--- src/ts_pkg.sv ---
// ts_pkg: shared types and constants for the token scanner.
// Holds the scan mode and token kind encodings and the result entry type.
// No dependencies.
`timescale 1ns / 1ps

package ts_pkg;

  // Width of the internal position counter (saturates at all ones)
  localparam int POS_W   = 16;
  // Width of the reported start and length fields
  localparam int TOK_W   = 16;
  localparam int CH_W    = 8;
  localparam int KIND_W  = 4;
  // Result queue depth; one byte can push two results
  localparam int Q_DEPTH = 4;
  localparam int Q_AW    = $clog2(Q_DEPTH);
  localparam int Q_CW    = $clog2(Q_DEPTH + 1);

  typedef enum logic [KIND_W-1:0] {
    K_IDENT  = 4'd0,
    K_INT    = 4'd1,
    K_EQUALS = 4'd2,
    K_ARROW  = 4'd3,
    K_LPAREN = 4'd4,
    K_RPAREN = 4'd5,
    K_LBRACE = 4'd6,
    K_RBRACE = 4'd7,
    K_COLON  = 4'd8,
    K_COMMA  = 4'd9,
    K_LT     = 4'd10,
    K_GT     = 4'd11,
    K_SEMI   = 4'd12,
    K_EOF    = 4'd13,
    K_ERROR  = 4'd14
  } kind_t;

  // One-hot scan mode
  typedef enum logic [4:0] {
    M_IDLE  = 5'b00001,
    M_IDENT = 5'b00010,
    M_INT   = 5'b00100,
    M_EQ    = 5'b01000,
    M_HALT  = 5'b10000
  } mode_t;

  // Characters with special meaning
  localparam logic [CH_W-1:0] CH_NUL = 8'd0;
  localparam logic [CH_W-1:0] CH_TAB = 8'd9;
  localparam logic [CH_W-1:0] CH_LF  = 8'd10;
  localparam logic [CH_W-1:0] CH_CR  = 8'd13;
  localparam logic [CH_W-1:0] CH_SP  = 8'h20;
  localparam logic [CH_W-1:0] CH_EQ  = 8'h3D;
  localparam logic [CH_W-1:0] CH_GT  = 8'h3E;

  typedef struct packed {
    kind_t            token_kind;
    logic [TOK_W-1:0] token_start;
    logic [TOK_W-1:0] token_length;
    logic             last_of_run;
  } res_t;

endpackage

--- src/ts_in_if.sv ---
// ts_in_if: byte request channel into the token scanner.
// Depends on ts_pkg for the byte width.
`timescale 1ns / 1ps

interface ts_in_if
  import ts_pkg::*;
  ();
  logic            valid;
  logic            ready;
  logic [CH_W-1:0] ch;

  modport source (output valid, output ch, input ready);
  modport sink   (input valid, input ch, output ready);
endinterface

--- src/ts_out_if.sv ---
// ts_out_if: token result channel out of the token scanner.
// Depends on ts_pkg for field widths.
`timescale 1ns / 1ps

interface ts_out_if
  import ts_pkg::*;
  ();
  logic              valid;
  logic              ready;
  logic [KIND_W-1:0] token_kind;
  logic [TOK_W-1:0]  token_start;
  logic [TOK_W-1:0]  token_length;
  logic              last_of_run;

  modport source (output valid, output token_kind, output token_start,
                  output token_length, output last_of_run, input ready);
  modport sink   (input valid, input token_kind, input token_start,
                  input token_length, input last_of_run, output ready);
endinterface

--- src/token_scanner.sv ---
// token_scanner: streaming lexer, one source byte per request.
// Each accepted byte is registered in ch_r; its results are then written to the result queue that drives out_tok.
// Throughput: one byte per cycle while the queue has room for two results; a byte that flushes a
// token and also makes one pushes two results into a 4-entry result queue.
// Reset (rst_n low, synchronous): mode idle, position zero, queue empty.
// Depends on ts_pkg, ts_in_if, ts_out_if.
`timescale 1ns / 1ps

module token_scanner
  import ts_pkg::*;
(
  input  logic     clk,
  input  logic     rst_n,
  ts_in_if.sink    in_ch,
  ts_out_if.source out_tok
);

  localparam logic [POS_W-1:0] POS_MAX = '1;

  // Input register
  logic            in_vld_r, in_vld_nxt;
  logic [CH_W-1:0] ch_r;
  logic            in_fire;

  // Scanner state
  mode_t            mode_r, mode_nxt;
  logic [POS_W-1:0] pos_r, pos_nxt;
  logic [POS_W-1:0] ostart_r, ostart_nxt;

  // Result queue
  res_t            q_r [Q_DEPTH];
  logic [Q_AW-1:0] wr_ptr_r, rd_ptr_r;
  logic [Q_CW-1:0] cnt_r, cnt_nxt;
  logic            pop;
  logic            adv;

  // Classification and result building
  logic        is_letter, is_digit, is_sep, is_punct;
  kind_t       punct_k;
  logic        flush_v, own_v, skip_scan, is_err, is_eof;
  res_t        flush_res, own_res;
  res_t        res_a, res_b;
  logic [1:0]  wr_n;
  logic [POS_W-1:0] pos_inc;

  assign pop         = (cnt_r != '0) && out_tok.ready;
  assign adv         = in_vld_r && ((cnt_r - Q_CW'(pop)) <= Q_CW'(Q_DEPTH - 2));
  assign in_ch.ready = !in_vld_r || adv;
  assign in_fire     = in_ch.valid && in_ch.ready;
  assign in_vld_nxt  = in_fire || (in_vld_r && !adv);

  // Byte classes
  always_comb begin
    is_letter = ch_r inside {[8'h41:8'h5A], [8'h61:8'h7A]};
    is_digit  = ch_r inside {[8'h30:8'h39]};
    is_sep    = ch_r inside {CH_CR, CH_LF, CH_SP, CH_TAB};
    is_punct  = 1'b1;
    punct_k   = K_ERROR;
    case (ch_r)
      8'h28:   punct_k = K_LPAREN;
      8'h29:   punct_k = K_RPAREN;
      8'h7B:   punct_k = K_LBRACE;
      8'h7D:   punct_k = K_RBRACE;
      8'h3A:   punct_k = K_COLON;
      8'h2C:   punct_k = K_COMMA;
      8'h3C:   punct_k = K_LT;
      CH_GT:   punct_k = K_GT;
      8'h3B:   punct_k = K_SEMI;
      default: is_punct = 1'b0;
    endcase
  end

  assign pos_inc = (pos_r == POS_MAX) ? pos_r : pos_r + 1'b1;

  // Token close / extend and the byte's own token
  always_comb begin
    flush_v    = 1'b0;
    skip_scan  = 1'b0;
    flush_res  = '{token_kind: K_IDENT, token_start: TOK_W'(ostart_r),
                   token_length: TOK_W'(pos_r - ostart_r), last_of_run: 1'b0};
    mode_nxt   = mode_r;
    pos_nxt    = pos_inc;
    ostart_nxt = ostart_r;
    own_v      = 1'b0;
    is_err     = 1'b0;
    is_eof     = 1'b0;
    own_res    = '{token_kind: K_ERROR, token_start: TOK_W'(pos_r),
                   token_length: TOK_W'(1), last_of_run: 1'b1};

    case (mode_r)
      M_IDENT: begin
        if (is_letter) skip_scan = 1'b1;
        else flush_v = 1'b1;
      end
      M_INT: begin
        flush_res.token_kind = K_INT;
        if (is_digit) skip_scan = 1'b1;
        else flush_v = 1'b1;
      end
      M_EQ: begin
        flush_v                = 1'b1;
        flush_res.token_length = TOK_W'(1);
        flush_res.token_kind   = K_EQUALS;
        if (ch_r == CH_GT) begin
          skip_scan              = 1'b1;
          flush_res.token_kind   = K_ARROW;
          flush_res.token_length = TOK_W'(2);
        end
      end
      default: ;
    endcase

    if (mode_r == M_HALT) begin
      flush_v   = 1'b0;
      skip_scan = 1'b1;
      pos_nxt   = pos_r;
    end else if (skip_scan) begin
      // Open token extended, or arrow completed
      if (mode_r == M_EQ) mode_nxt = M_IDLE;
    end else begin
      mode_nxt = M_IDLE;
      if (ch_r == CH_NUL) begin
        own_v                = 1'b1;
        is_eof               = 1'b1;
        own_res.token_kind   = K_EOF;
        own_res.token_length = '0;
        pos_nxt              = '0;
        ostart_nxt           = '0;
      end else if (is_letter) begin
        mode_nxt   = M_IDENT;
        ostart_nxt = pos_r;
      end else if (is_digit) begin
        mode_nxt   = M_INT;
        ostart_nxt = pos_r;
      end else if (ch_r == CH_EQ) begin
        mode_nxt   = M_EQ;
        ostart_nxt = pos_r;
      end else if (is_punct) begin
        own_v              = 1'b1;
        own_res.token_kind = punct_k;
      end else if (!is_sep) begin
        // Bad byte: report and stop, position does not advance
        own_v    = 1'b1;
        is_err   = 1'b1;
        mode_nxt = M_HALT;
        pos_nxt  = pos_r;
      end
    end

    // Order results: flushed token first
    flush_res.last_of_run = !own_v;
    res_a = flush_v ? flush_res : own_res;
    res_b = own_res;
    wr_n  = 2'(flush_v) + 2'(own_v);
  end

  assign cnt_nxt = cnt_r - Q_CW'(pop) + (adv ? Q_CW'(wr_n) : '0);

  // Control registers
  always_ff @(posedge clk) begin
    if (!rst_n) begin
      in_vld_r <= 1'b0;
      mode_r   <= M_IDLE;
      pos_r    <= '0;
      ostart_r <= '0;
      wr_ptr_r <= '0;
      rd_ptr_r <= '0;
      cnt_r    <= '0;
    end else begin
      in_vld_r <= in_vld_nxt;
      cnt_r    <= cnt_nxt;
      if (pop) rd_ptr_r <= rd_ptr_r + 1'b1;
      if (adv) begin
        mode_r   <= mode_nxt;
        pos_r    <= pos_nxt;
        ostart_r <= ostart_nxt;
        wr_ptr_r <= wr_ptr_r + Q_AW'(wr_n);
      end
    end
  end

  // Payload registers
  always_ff @(posedge clk) begin
    if (in_fire) ch_r <= in_ch.ch;
    if (adv && wr_n != 2'd0) q_r[wr_ptr_r] <= res_a;
    if (adv && wr_n == 2'd2) q_r[wr_ptr_r + 1'b1] <= res_b;
  end

  // Result channel drive
  assign out_tok.valid        = (cnt_r != '0);
  assign out_tok.token_kind   = q_r[rd_ptr_r].token_kind;
  assign out_tok.token_start  = q_r[rd_ptr_r].token_start;
  assign out_tok.token_length = q_r[rd_ptr_r].token_length;
  assign out_tok.last_of_run  = q_r[rd_ptr_r].last_of_run;

  // Checks
  a_cnt_bound: assert property (@(posedge clk) disable iff (!rst_n)
    cnt_r <= Q_CW'(Q_DEPTH))
    else $error("result queue overflow");

  a_halt_sticky: assert property (@(posedge clk) disable iff (!rst_n)
    mode_r == M_HALT |=> mode_r == M_HALT)
    else $error("left halt without reset");

  a_halt_silent: assert property (@(posedge clk) disable iff (!rst_n)
    (mode_r == M_HALT && adv) |-> wr_n == 2'd0)
    else $error("result produced while halted");

  a_err_halts: assert property (@(posedge clk) disable iff (!rst_n)
    (adv && is_err) |=> mode_r == M_HALT)
    else $error("error byte did not halt scanner");

  a_eof_resets: assert property (@(posedge clk) disable iff (!rst_n)
    (adv && is_eof) |=> (pos_r == '0 && mode_r == M_IDLE))
    else $error("eof did not restart position");

endmodule

--- src/flat_wrapper.sv ---
// flat-port wrapper written by rule: the top's interface ports become plain ports
module token_scanner_flat import ts_pkg::*;
  (clk, rst_n, in_ch_valid, in_ch_ch, in_ch_ready, out_tok_valid, out_tok_token_kind, out_tok_token_start, out_tok_token_length, out_tok_last_of_run, out_tok_ready);
  ts_in_if in_ch_i ();
  ts_out_if out_tok_i ();
  input  logic clk;
  input  logic rst_n;
  input wire logic [$bits(in_ch_i.valid)-1:0] in_ch_valid;
  input wire logic [$bits(in_ch_i.ch)-1:0] in_ch_ch;
  output wire logic [$bits(in_ch_i.ready)-1:0] in_ch_ready;
  output wire logic [$bits(out_tok_i.valid)-1:0] out_tok_valid;
  output wire logic [$bits(out_tok_i.token_kind)-1:0] out_tok_token_kind;
  output wire logic [$bits(out_tok_i.token_start)-1:0] out_tok_token_start;
  output wire logic [$bits(out_tok_i.token_length)-1:0] out_tok_token_length;
  output wire logic [$bits(out_tok_i.last_of_run)-1:0] out_tok_last_of_run;
  input wire logic [$bits(out_tok_i.ready)-1:0] out_tok_ready;
  assign in_ch_i.valid = in_ch_valid;
  assign in_ch_i.ch = in_ch_ch;
  assign in_ch_ready = in_ch_i.ready;
  assign out_tok_valid = out_tok_i.valid;
  assign out_tok_token_kind = out_tok_i.token_kind;
  assign out_tok_token_start = out_tok_i.token_start;
  assign out_tok_token_length = out_tok_i.token_length;
  assign out_tok_last_of_run = out_tok_i.last_of_run;
  assign out_tok_i.ready = out_tok_ready;
  token_scanner u_core (.clk(clk), .rst_n(rst_n), .in_ch(in_ch_i), .out_tok(out_tok_i));
endmodule
--- config.mk ---
export PLATFORM = sky130hd
export DESIGN_NAME = token_scanner_flat
export DESIGN_NICKNAME = d
export VERILOG_FILES = /design/src/ts_pkg.sv /design/src/ts_in_if.sv /design/src/ts_out_if.sv /design/src/token_scanner.sv /design/src/flat_wrapper.sv
export SDC_FILE = /design/constraint.sdc
export NUM_CORES = 1
export LEC_CHECK = 0
export BUFFER_PORTS_ARGS = -buffer_cell sky130_fd_sc_hd__buf_2
export CAP_MARGIN = 40
export CORE_ASPECT_RATIO = 1.5
export CORE_UTILIZATION = 26
export CTS_CLUSTER_SIZE = 30
export DETAILED_ROUTE_END_ITERATION = 8
export SYNTH_ARGS = -nofsm -noshare
export SYNTH_HDL_FRONTEND = slang
export SYNTH_SLANG_ARGS = --single-unit
--- constraint.sdc ---
create_clock -name clk -period 8.78 [get_ports clk]
set_clock_uncertainty 0.05 [all_clocks]
set_input_delay 0.878 -clock clk [delete_from_list [all_inputs] [get_ports clk]]
set_output_delay 0.878 -clock clk [all_outputs]
set_load 0.02 [all_outputs]
==> results.md, run 1 <==
- Run status: finished, final reports clean
- Number of vias in the routed layout: 7360
- Final layout net count: 1005
- Critical Path Sink Type: flop
- Clock period minus final worst setup slack: between 4 and 5 ns
- Achievable Freq: 222 MHz
- Antenna violations before repair: 0
- Via count of the first global-routing pass: between 7000 and 8000
- Worst ir drop on vdd: approximately 0.14 mV
- Reg-to-reg setup timing slack: approximately 4.3 ns
- Number of synthesized register bits: a little over 200
- Fin. max-slew vios: 0
- Synth area leaders: edfxtp_1 28%, dfxtp_1 22%, mux4_2 8.3%
- Synth Cell Area: 0.0100 mm^2
- Cell depth of the worst flop-to-flop path: 12
- Number of remaining DRC errors: 0
- Critical R2R Capture: u_core.q_r[3][32]
- CTS tree: yes
- Hold depth: 2
- Y dimension of the die: ~240 um
- Worst slew slack as a fraction of its limit: between 30% and 40%
- First drt pass iteration count: 4
- Hold bufs inserted after CTS: 0
- Floorplan die width: 162 um
- Crit path DAT: 4.83 ns
- Quantity of gates resized following cts: 0
- Highest routed metal layer: met4
- Max FO, Critical Path: 17
- Least-Margin Pin Slew: between 0.9 and 1 ns
- Total half-perimeter wirelength after legalization and detailed placement: 19800 um
- Cell count after synthesis: slightly above 900
- Final hold viol count: 0
- Met2 layer wire length in the routed design: around 15000 um
- Global routing usage summed across all routing layers: approximately 14%
- Clk root buf: clkbuf_16
- Max-cap viol count: 0
- Leading cell type by number of instances after synthesis: nand2_1
- Worst hold path class: flop to flop
- GRT overflow: 0
- Detailed Route WL: 27500 um
- First DRT Iteration DRCs: 488
- Largest net degree at the start of global routing: 38
- Nets in the synthesized netlist: 970
- End point of the worst hold path: u_core.q_r[0][3]
- Number of buffers created by CTS: 20
- Fraction of layout cells with a size suffix above 1: 17.1%
- Area leader, netlist: edfxtp_1
- Fraction of registers with async set or reset after synthesis: 0%
- Wire per inst: 18.6 um
- Core area: approximately 0.038 mm^2
- Number of I/O pins: 51
- Area share of the largest cell type after synthesis: between 20% and 30%
- Final worst-path cycle share: between 50% and 60%
- Number of clock sinks seen by CTS: 203
- CTS max path bufs: 3
- Commonest cells post-synth: 113 x nand2_1, 111 x dfxtp_1, 92 x edfxtp_1, 73 x a22o_1, 72 x o21ai_0
- Startpoint of the worst register-to-register path: u_core.ch_r[4]
- Syn-to-layout area delta: 15.2%
- Final Core Density: 30.6%
- Met1 WL: 10300 um
- Number of nets still failing antenna checks after routing: 0
- Port-buffer cells: 50
- Detailed route wirelength on metal3: between 900 and 1000 um
- Total setup buffers inserted after CTS: 0
- Clock Latency Late Sink: around 0.52 ns
- Final total negative setup slack: 0 ns
- # diodes: 0
- Yosys synthesis warning count: 0
- Number of distinct library cells after synthesis: 71
- Unrepaired setup endpoints after global routing: false
- Start-to-end type of the worst setup path: flop to flop
- Sequential fraction of the synthesis area: between 40% and 50%
- Predominant post-synthesis flop cell: dfxtp_1
- Critical Path Start Type: flop
- Required time at the worst-slack endpoint: between 9 and 10 ns
- Static Leakage: around 3.9 nW
- Worst hold start: u_core.q_r[0][3]
- Starting utilization of the core area: roughly a quarter
- Number of enable-type register cells in the synthesized netlist: 92
- Clock-pin slew on the worst setup and hold paths: 0.06 ns
- Final weighted congestion of routability-driven global placement: 0.844
- Post-Synthesis Mean Instance Area: between 10 and 15 um^2
- First-pass GRT wire length: 42600 um
- Full die area: roughly 0.039 mm^2
- Area of the multi-input gates: 0.00464 mm^2
- Pwr Density: 223 mW/mm^2
- Total number of H-tree levels: 1
- DR vias/cell: around 5
- Count of fill cells added during filler insertion: roughly 3800
- Area taken by flip-flops and latches: roughly 0.0050 mm^2
- Row count: a little under 90
- Final setup fails: 0
==> worst max path at each step <==
stage	endpoint	from
6_report	u_core.q_r[3][32]	u_core.ch_r[4]
5_1_grt	u_core.q_r[1][26]	u_core.ch_r[6]
4_1_cts	u_core.q_r[3][32]	u_core.ch_r[4]
3_5_place_dp	u_core.q_r[3][32]	u_core.ch_r[4]
3_3_place_gp	u_core.q_r[0][32]	u_core.ch_r[4]
2_1_floorplan	u_core.q_r[0][17]	u_core.ch_r[3]
==> state kept, by name (all words and copies together) (netlist names), named ones only <==
| name | flops |
|---|---|
| u_core.wr_ptr_r | 2 |
| u_core.rd_ptr_r | 2 |
| u_core.mode_r | 5 |
| u_core.q_r | 148 |
| u_core.cnt_r | 3 |
| u_core.pos_r | 16 |
| u_core.ch_r | 8 |
| u_core.ostart_r | 16 |
| u_core.in_vld_r | 1 |
==> logic make-up after synthesis <==
family | count (synthesis) | synth area share (%)
buffers and inverters | 90 | 3.93
AND/OR/NAND/NOR | 312 | 15.6
flip-flops | 203 | 49.7
adder cells (fa/ha/maj) | 24 | 3.15
XOR/XNOR | 28 | 2.45
AO/OA/AOI/OAI | 238 | 16.6
multiplexers | 39 | 8.51
==> cells in the final DEF, fill, tap and decap left out, types with 4 or more instances in the layout <==
cell type / Yosys / routed
a21boi_0: 19 / 19
a21boi_1: 4 / 4
a21o_1: 4 / 4
a21oi_1: 27 / 27
a22o_1: 73 / 73
and2_1: 17 / 17
and3_1: 4 / 4
buf_16: 0 / 4
buf_2: 13 / 51
buf_4: 0 / 15
clkbuf_1: 34 / 4
clkbuf_16: 0 / 22
dfxtp_1: 111 / 109
edfxtp_1: 92 / 92
ha_1: 22 / 22
inv_1: 32 / 32
mux4_2: 37 / 37
nand2_1: 113 / 113
nand3_1: 30 / 30
nand4_1: 5 / 5
nor2_1: 69 / 69
nor2b_1: 7 / 7
nor3_1: 13 / 13
nor3b_1: 5 / 5
nor4_1: 6 / 6
o21ai_0: 72 / 72
o22ai_1: 11 / 11
or3_1: 8 / 8
xnor2_1: 20 / 20
xor2_1: 8 / 8
==> worst max-delay path, stage by stage, from the launching register on <==
cell	delay [ns]
edfxtp_1	0.59
or3_4	0.41
o221ai_4	0.24
nor4b_1	0.10
or3_1	0.40
nor3_1	0.35
inv_1	0.09
ha_1	0.27
nor2_1	0.29
nand3_1	0.59
o21ai_0	0.49
buf_4	0.30
a22o_1	0.17
==> per-stage QoR <==
stage / setup slack, ns / cells / total power, mW / area, um^2 / hold slack, ns
global route: 3.95 / 1472 / 2.68 / 11500 / 0.425
finish: 4.27 / 1472 / 2.58 / 11500 / 0.400
detailed placement: 4.37 / 1436 / 1.71 / 10900 / 0.387
floorplan: 5.00 / 934 / 1.51 / 10000 / 0.370
global placement: 4.09 / 1430 / 1.70 / 10700 / 0.379
CTS: 4.33 / 1472 / 2.61 / 11500 / 0.403
==> layout make-up <==
| class | count | area share, % |
|---|---|---|
| flip-flops and latches | 203 | 43.2 |
| clock buffers | 31 | 5.39 |
| clock inverters | 5 | 0.553 |
| inverters | 32 | 1.04 |
| well taps | 489 | 5.30 |
| repair buffers | 71 | 4.31 |
| multi-input cells | 641 | 40.2 |
==> metal layers <==
metal,up-vias,GRT usage [%]
met2,194,26.9
li1,3521,-
met1,3581,14.5
met5,-,0
met3,64,1.54
met4,0,7.13
==> where the power goes <==
| part | internal, mW | switching, mW | total [mW] | leakage [nW] |
|---|---|---|---|---|
| logic | 0.224 | 0.366 | 0.590 | 1.86 |
| registers | 1.05 | 0.0420 | 1.09 | 1.66 |
| clock network | 0.522 | 0.373 | 0.894 | 0.338 |
| total | 1.80 | 0.781 | 2.58 | 3.86 |
No activity file was read; power rests on OpenSTA's default activity.
==> inputs of run 2 (changes only) <==
- clock period: 8.78 -> 4.7 ns (I/O delays scaled with it)
==> run 2 against run 1 <==
Count of clock-buffer cells in the layout decreased by 1; sequential power increased by 89%; sequential share of layout area about the same; clock power increased by 83%; worst hold slack got worse by 0.32 ns; design area about the same; via count increased by 0.31%; critical path depth increased by 1; fmax increased by 9.4%; combinational power increased by 85%; non-clock buffer count increased by 9; largest cell class unchanged.
==> results.md, run 2 (synthesis results as in run 1) <==
- Clock-pin slew on the worst setup and hold paths: 0.06 ns (about the same)
- Run status: finished, final reports clean
- Syn-to-layout area delta: 15.1% (about the same)
- Full die area: 0.0394 mm^2 (unchanged)
- Quantity of gates resized following cts: 0 (unchanged)
- Worst path buffer plus inverter count: 4 (+2)
- Worst ir drop on vdd: 0.209 mV (+54%)
- Number of remaining DRC errors: 0 (unchanged)
- Clock Latency Late Sink: 0.52 ns (about the same)
- Number of I/O pins: 51 (unchanged)
- Clock period minus final worst setup slack: 4.12 ns (-0.389 ns)
- Startpoint of the worst register-to-register path: u_core.ch_r[4]
- Final weighted congestion of routability-driven global placement: 0.819 (-2.9%)
- Critical Path Start Type: flop
- Worst hold path class: input pin to flop
- Cell count after placement: 1445 (+0.63%)
- First-pass GRT wire length: 41800 um (-1.8%)
- Total setup buffers inserted after CTS: 0 (unchanged)
- Critical Path Sink Type: flop
- Switching power summed over all nets: 1.45 mW (+86%)
- Largest net degree at the start of global routing: 34 (-11%)
- Number of nets still failing antenna checks after routing: 0 (unchanged)
- GRT overflow: 0 (unchanged)
- Number of vias in the routed layout: 7383 (+0.31%)
- Final hold viol count: 0 (unchanged)
- Pwr Density: 415 mW/mm^2 (+86%)
- Row count: 87 (unchanged)
- Wire per inst: 17.9 um (-4.0%)
- Max-cap viol count: 0 (unchanged)
- Final total negative setup slack: 0 ns (unchanged)
- Number of buffers created by CTS: 21 (+5.0%)
- Portion of total power attributed to the clock network: 34.2% (-0.5 points)
- Register name with the most flops: u_core.q_r
- Leading cell types in the layout, fill and taps excluded: 113 x nand2_1, 109 x dfxtp_1, 92 x edfxtp_1
- Global routing usage summed across all routing layers: 13.6% (-0.38 points)
- Number of clock sinks seen by CTS: 203 (unchanged)
- Via count of the first global-routing pass: 7515 (-1.7%)
- Detailed Route WL: 26600 um (-3.3%)
- Start-to-end type of the worst setup path: flop to flop
- Achievable Freq: 243 MHz (+9.4%)
- Cell type group with the largest total delay on the critical path: simple AND/OR/NAND/NOR gates
- Final worst-path cycle share: 87.7% (+36 points)
- Power share of the sequential group: 43.0% (+0.6 points)
- Fin. max-slew vios: 0 (unchanged)
- Count of fill cells added during filler insertion: 3856 (+1.7%)
- Fraction of layout cells with a size suffix above 1: 17.7% (+0.62 points)
- DR vias/cell: 4.98 (-0.43%)
- Timing startpoint of the critical path: u_core.ch_r[4]
- Final layout net count: 1015 (+1.0%)
- Total half-perimeter wirelength after legalization and detailed placement: 19200 um (-3.0%)
- Antenna violations before repair: 0 (unchanged)
- Y dimension of the die: 242 um (unchanged)
- Worst slew slack as a fraction of its limit: 48.4% (+15 points)
- Int Power: 3.34 mW (+86%)
- Max reg flops: 148 (unchanged)
- Power share of the combinational group: 22.8% (about the same)
- Port-buffer cells: 50 (unchanged)
- Required time at the worst-slack endpoint: 4.81 ns (-4.29 ns)
- Post-Layout Cell Count: 1483 (+0.75%)
- Worst hold start: in_ch_ch[5]
- Crit-path slowest cell: edfxtp_1
- Unrepaired setup endpoints after global routing: false
- Total number of H-tree levels: 1 (unchanged)
- Crit-path cells: or3_4 > o221ai_4 > nor4b_1 > or3_1 > nor3_1 > inv_1 > ha_1 > nor2_1 > and2_1 > nor2_1 > buf_4 > inv_1 > buf_4
- Final setup fails: 0 (unchanged)
- Floorplan die width: 162 um (unchanged)
- Crit path DAT: 4.23 ns (-0.60 ns)
- Top flop regs: u_core.q_r: 148 flops, u_core.ostart_r: 16 flops, u_core.pos_r: 16 flops
- CTS tree: yes
- Worst stage delay on the critical path: 0.59 ns (about the same)
- Static Leakage: 3.88 nW (+0.40%)
- Least-Margin Pin Slew: 0.768 ns (-0.215 ns)
- First DRT Iteration DRCs: 553 (+13%)
- Max FO, Critical Path: 22 (+5)
- # diodes: 0 (unchanged)
- CTS max path bufs: 3 (unchanged)
- Core area: 0.0378 mm^2 (unchanged)
- Hold bufs inserted after CTS: 0 (unchanged)
- Net switching fraction of the power: 30.2% (-0.049 points)
- Starting utilization of the core area: 26.5% (unchanged)
- Most frequent standard cell in the layout excluding fill and tap cells: nand2_1
- Clk root buf: clkbuf_16
- First drt pass iteration count: 5 (+1)
[run 2: path summary, 6_finish.rpt]
path / end / slack [ns] / cells after the start
worst max register to register: u_core.q_r[1][31] / 0.58 / 13
worst max-delay path: u_core.q_r[1][31] / 0.58 / 13
worst min-delay path: u_core.ch_r[5] / 0.08 / 1
worst min register to register: u_core.q_r[3][7] / 0.40 / 2
[run 2: layout make-up]
| cell class | count | area [um^2] | area share (%) |
|---|---|---|---|
| multi-input combinational | 641 | 4640 | 40.2 |
| tap | 489 | 612 | 5.30 |
| inverter | 32 | 120 | 1.04 |
| clock inverter | 8 | 73.8 | 0.640 |
| clock buffer | 30 | 601 | 5.21 |
| timing repair buffer | 80 | 500 | 4.34 |
| sequential | 203 | 4990 | 43.2 |
[run 2: power by group through the flow]
stage                     logic [mW]  registers [mW]  clock network (mW)
after floorplan                0.791            2.03                   0
after global placement          1.04            2.14                   0
after detailed placement        1.11            2.10                   0
after CTS                       1.11            2.06                1.68
after global routing            1.19            2.08                1.74
final                           1.09            2.06                1.64
[run 2: routing by layer]
| layer | vias up | global-route usage [%] | share of wire, % |
|---|---|---|---|
| li1 | 3547 | - | - |
| met5 | - | 0 | 0 |
| met2 | 174 | 26.3 | 55 |
| met4 | 0 | 4.77 | 2.4 |
| met3 | 41 | 1.51 | 4.2 |
| met1 | 3621 | 14.8 | 38 |
[run 2: worst register-to-register path: stages, from the launching register on]
cell,delay (ns)
edfxtp_1,0.59
or3_4,0.42
o221ai_4,0.25
nor4b_1,0.10
or3_1,0.38
nor3_1,0.35
inv_1,0.09
ha_1,0.27
nor2_1,0.29
and2_1,0.27
nor2_1,0.07
buf_4,0.20
inv_1,0.07
buf_4,0.35
[run 2: per-stage QoR]
stage	total power [mW]	utilization (%)	worst slack, ns	instance area (um^2)	hold WS [ns]
2_1_floorplan	2.82	-	0.920	10000	0.370
3_3_place_gp	3.18	28.7	0.738	10800	0.378
3_5_place_dp	3.21	28.8	0.615	10900	0.387
4_1_cts	4.85	30.5	0.581	11500	0.0562
5_1_grt	5.00	30.5	0.319	11500	0.0638
6_report	4.79	30.5	0.579	11500	0.0793
==> inputs of run 3 (changes only) <==
- ABC_AREA: not set -> 1
==> run 3 against run 2 <==
Die area increased by 6.5%; critical endpoint is now u_core.q_r[3][21]; worst hold slack improved by 0.0058 ns; register-to-register slack improved by 0.40 ns; clock power about the same; critical path type unchanged; cell count grew 29%; flip-flop and latch count did not move.
==> results.md, run 3 <==
- Number of vias in the routed layout: 9507 (+29%)
- Startpoint of the worst register-to-register path: u_core.ch_r[1]
- Post-synthesis xor/xnor area fraction: 1.88% (-0.57 points)
- Final layout net count: 1424 (+40%)
- Crit-path slowest cell: edfxtp_1
- # diodes: 0 (unchanged)
- Number of enable-type register cells in the synthesized netlist: 92 (unchanged)
- Area fraction in compound gates after synthesis: 15.9% (-0.74 points)
- Total setup buffers inserted after CTS: 0 (unchanged)
- Largest family of logic cells by synthesized area: simple AND/OR/NAND/NOR gates
- Core area: 0.0403 mm^2 (+6.7%)
- Run status: finished, final reports clean
- Cell count after synthesis: 1361 (+46%)
- Clock Latency Late Sink: 0.51 ns (about the same)
- Post-Synthesis Mean Instance Area: 7.84 um^2 (-27%)
- Power, Total: 5.97 mW (+25%)
- Register name with the most flops: u_core.q_r
- Final Core Density: 30.1% (-0.45 points)
- Nets in the synthesized netlist: 1397 (+44%)
- Leading cell type by number of instances after synthesis: nand2_1
- Antenna violations before repair: 0 (unchanged)
- Fraction of registers with async set or reset after synthesis: 0% (unchanged)
- Final weighted congestion of routability-driven global placement: 0.905 (+10%)
- Top flop regs: u_core.q_r: 148 flops, u_core.ostart_r: 16 flops, u_core.pos_r: 16 flops
- Crit path DAT: 3.92 ns (-0.31 ns)
- Total number of H-tree levels: 1 (unchanged)
- Pwr Density: 492 mW/mm^2 (+18%)
- Number of remaining DRC errors: 0 (unchanged)
- Worst slew slack as a fraction of its limit: 39.6% (-8.8 points)
- Critical R2R Capture: u_core.q_r[3][21]
- CTS tree: yes
- Achievable Freq: 268 MHz (+11%)
- Fraction of layout cells with a size suffix above 1: 11.8% (-5.9 points)
- Unrepaired setup endpoints after global routing: false
- Reg-to-reg setup timing slack: 0.97 ns (+0.40 ns)
- Hold bufs inserted after CTS: 0 (unchanged)
- First drt pass iteration count: 5 (unchanged)
- Critical Path Start Type: flop
- Final setup fails: 0 (unchanged)
- Final total negative setup slack: 0 ns (unchanged)
- Required time at the worst-slack endpoint: 4.90 ns (+0.09 ns)
- Leading cell types in the layout, fill and taps excluded: 340 x nand2_1, 171 x nor2_1, 110 x dfxtp_1
- Starting utilization of the core area: 26.5% (-0.049 points)
- Worst ir drop on vdd: 0.236 mV (+13%)
- Number of buffers created by CTS: 20 (-4.8%)
- Final worst-path cycle share: 79.3% (-8.4 points)
- Area share of the largest cell type after synthesis: 25.9% (-1.7 points)
- Cell depth of the worst flop-to-flop path: 14 (+1)
- Largest net degree at the start of global routing: 75 (+120%)
- Number of nets still failing antenna checks after routing: 0 (unchanged)
- Global routing usage summed across all routing layers: 15.4% (+1.8 points)
- Critical Path Sink Type: flop
- Post-synthesis simple-gate area fraction: 26.1% (+11 points)
- Static Leakage: 4.86 nW (+25%)
- Max reg flops: 148 (unchanged)
- Timing startpoint of the critical path: u_core.ch_r[1]
- Worst setup path endpoint: u_core.q_r[3][21]
- Row count: 90 (+3.4%)
- Mux share of post-synthesis cell area: 0% (-8.5 points)
- Port-buffer cells: 50 (unchanged)
- First-pass GRT wire length: 51000 um (+22%)
- Clock period minus final worst setup slack: 3.73 ns (-0.395 ns)
- DR vias/cell: 4.98 (about the same)
- Met1 WL: 12200 um (+20%)
- First DRT Iteration DRCs: 589 (+6.5%)
- Final hold viol count: 0 (unchanged)
- Number of distinct library cells after synthesis: 39 (-45%)
- Syn-to-layout area delta: 13.6%
- Synth area leaders: edfxtp_1 26%, dfxtp_1 21%, nand2_1 12%
- Max FO, Critical Path: 18 (-18%)
- Synth Cell Area: 0.0107 mm^2 (+6.5%)
- Detailed Route WL: 32600 um (+23%)
- Floorplan die width: 167 um (+3.2%)
- Worst hold path class: input pin to flop
- Met2 layer wire length in the routed design: 17900 um (+22%)
- Most frequent standard cell in the layout excluding fill and tap cells: nand2_1
- Quantity of gates resized following cts: 0 (unchanged)
- Highest routed metal layer: met4
- Yosys synthesis warning count: 0 (unchanged)
- Clk root buf: clkbuf_16
- Least-Margin Pin Slew: 0.905 ns (+0.137 ns)
- Count of fill cells added during filler insertion: 4307 (+12%)
- Wire per inst: 17.1 um (-4.7%)
- Sequential fraction of the synthesis area: 46.7% (-3.0 points)
- Predominant post-synthesis flop cell: dfxtp_1
- Start-to-end type of the worst setup path: flop to flop
- Number of I/O pins: 51 (unchanged)
- GRT overflow: 0 (unchanged)
- Commonest cells post-synth: 340 x nand2_1, 171 x nor2_1, 111 x dfxtp_1, 105 x o22ai_1, 102 x o21ai_0
- Clock-pin slew on the worst setup and hold paths: 0.06 ns (about the same)
- CTS max path bufs: 3 (unchanged)
- Via count of the first global-routing pass: 9561 (+27%)
- Crit-path cells: nor2_1 > nand2_1 > o21ai_0 > nor3_1 > nand2_1 > inv_1 > ha_1 > nand2_1 > inv_2 > nand2_2 > inv_1 > nor2_4 > inv_1 > buf_16
- Y dimension of the die: 250 um (+3.2%)
- Worst stage delay on the critical path: 0.48 ns (-0.11 ns)
- Number of synthesized register bits: 203 (unchanged)
- Fin. max-slew vios: 0 (unchanged)
- Detailed route wirelength on metal3: 1440 um (+28%)
- Number of clock sinks seen by CTS: 203 (unchanged)
- Full die area: 0.0419 mm^2 (+6.5%)
- Area leader, netlist: edfxtp_1
- Arithmetic-cell share of the synthesized area counting full adders, half adders and majority gates: 2.95% (-0.19 points)
- Total half-perimeter wirelength after legalization and detailed placement: 23400 um (+22%)
- Max-cap viol count: 0 (unchanged)
## run 3: changes by cell type after synthesis, sizes merged, moves of 8 or more
| cell | previous run | this run |
|---|---|---|
| nand2 | 114 | 354 |
| nor2 | 70 | 190 |
| o22ai | 11 | 105 |
| a22o | 73 | 0 |
| inv | 32 | 102 |
| o21ai | 72 | 137 |
| nand3 | 30 | 85 |
| mux4 | 37 | 0 |
| a21boi | 23 | 0 |
| a21oi | 27 | 48 |
| and2 | 18 | 1 |
| xnor2 | 20 | 7 |
| or3 | 11 | 0 |
| nor3 | 13 | 5 |
## run 3: critical path: cells and delay by family (launching register included)
kind                       cells  cell delay, ns
buffers and inverters          5            0.89
DFF                            1            0.48
AOI/OAI and AO/OA              1            0.42
and+or+nand+nor                7            1.37
adders and majority gates      1            0.25
## run 3: area by class of cell
| cell class | instances | area [um^2] | share of cell area, % |
|---|---|---|---|
| multi-input combinational | 991 | 5000 | 41.2 |
| timing repair buffer | 67 | 450 | 3.71 |
| tap | 506 | 633 | 5.22 |
| inverter | 105 | 402 | 3.31 |
| clock inverter | 6 | 78.8 | 0.650 |
| sequential | 203 | 4990 | 41.1 |
| clock buffer | 30 | 578 | 4.76 |
## run 3: metrics by stage
step	area [um^2]	hold slack, ns	std cells	setup WS, ns
detailed placement	11500	0.387	1872	0.987
floorplan	10700	0.371	1361	1.76
CTS	12100	0.0599	1908	0.949
finish	12100	0.0851	1908	0.974
global placement	11400	0.382	1868	0.876
global route	12100	0.0693	1908	0.674
## run 3: worst min path at each step
stage,from,end,slack [ns],cells after the start
3_3_place_gp,u_core.q_r[2][6],u_core.q_r[2][6],0.38,2
2_1_floorplan,u_core.q_r[1][11],u_core.q_r[1][11],0.37,2
3_5_place_dp,u_core.q_r[2][15],u_core.q_r[2][15],0.39,2
6_report,in_ch_ch[7],u_core.ch_r[7],0.09,1
4_1_cts,in_ch_ch[7],u_core.ch_r[7],0.06,1
5_1_grt,in_ch_ch[7],u_core.ch_r[7],0.07,1
## run 3: routing by layer
metal / global-route usage [%] / vias up
li1: - / 4645
met1: 16.1 / 4549
met2: 30.3 / 243
met3: 1.71 / 70
met4: 6.63 / 0
met5: 0 / -
## run 3: power by group
| group | internal, mW | leakage [nW] | switching [mW] |
|---|---|---|---|
| clock | 0.916 | 0.312 | 0.699 |
| combinational | 0.660 | 2.77 | 1.54 |
| sequential | 2.03 | 1.78 | 0.126 |
## run 3: logic make-up after synthesis
logic type	count (synthesis)
and+or+nand+nor	648
AOI/OAI and AO/OA	297
DFF	203
buffers and inverters	167
adders and majority gates	24
xor gates and xnor gates	22
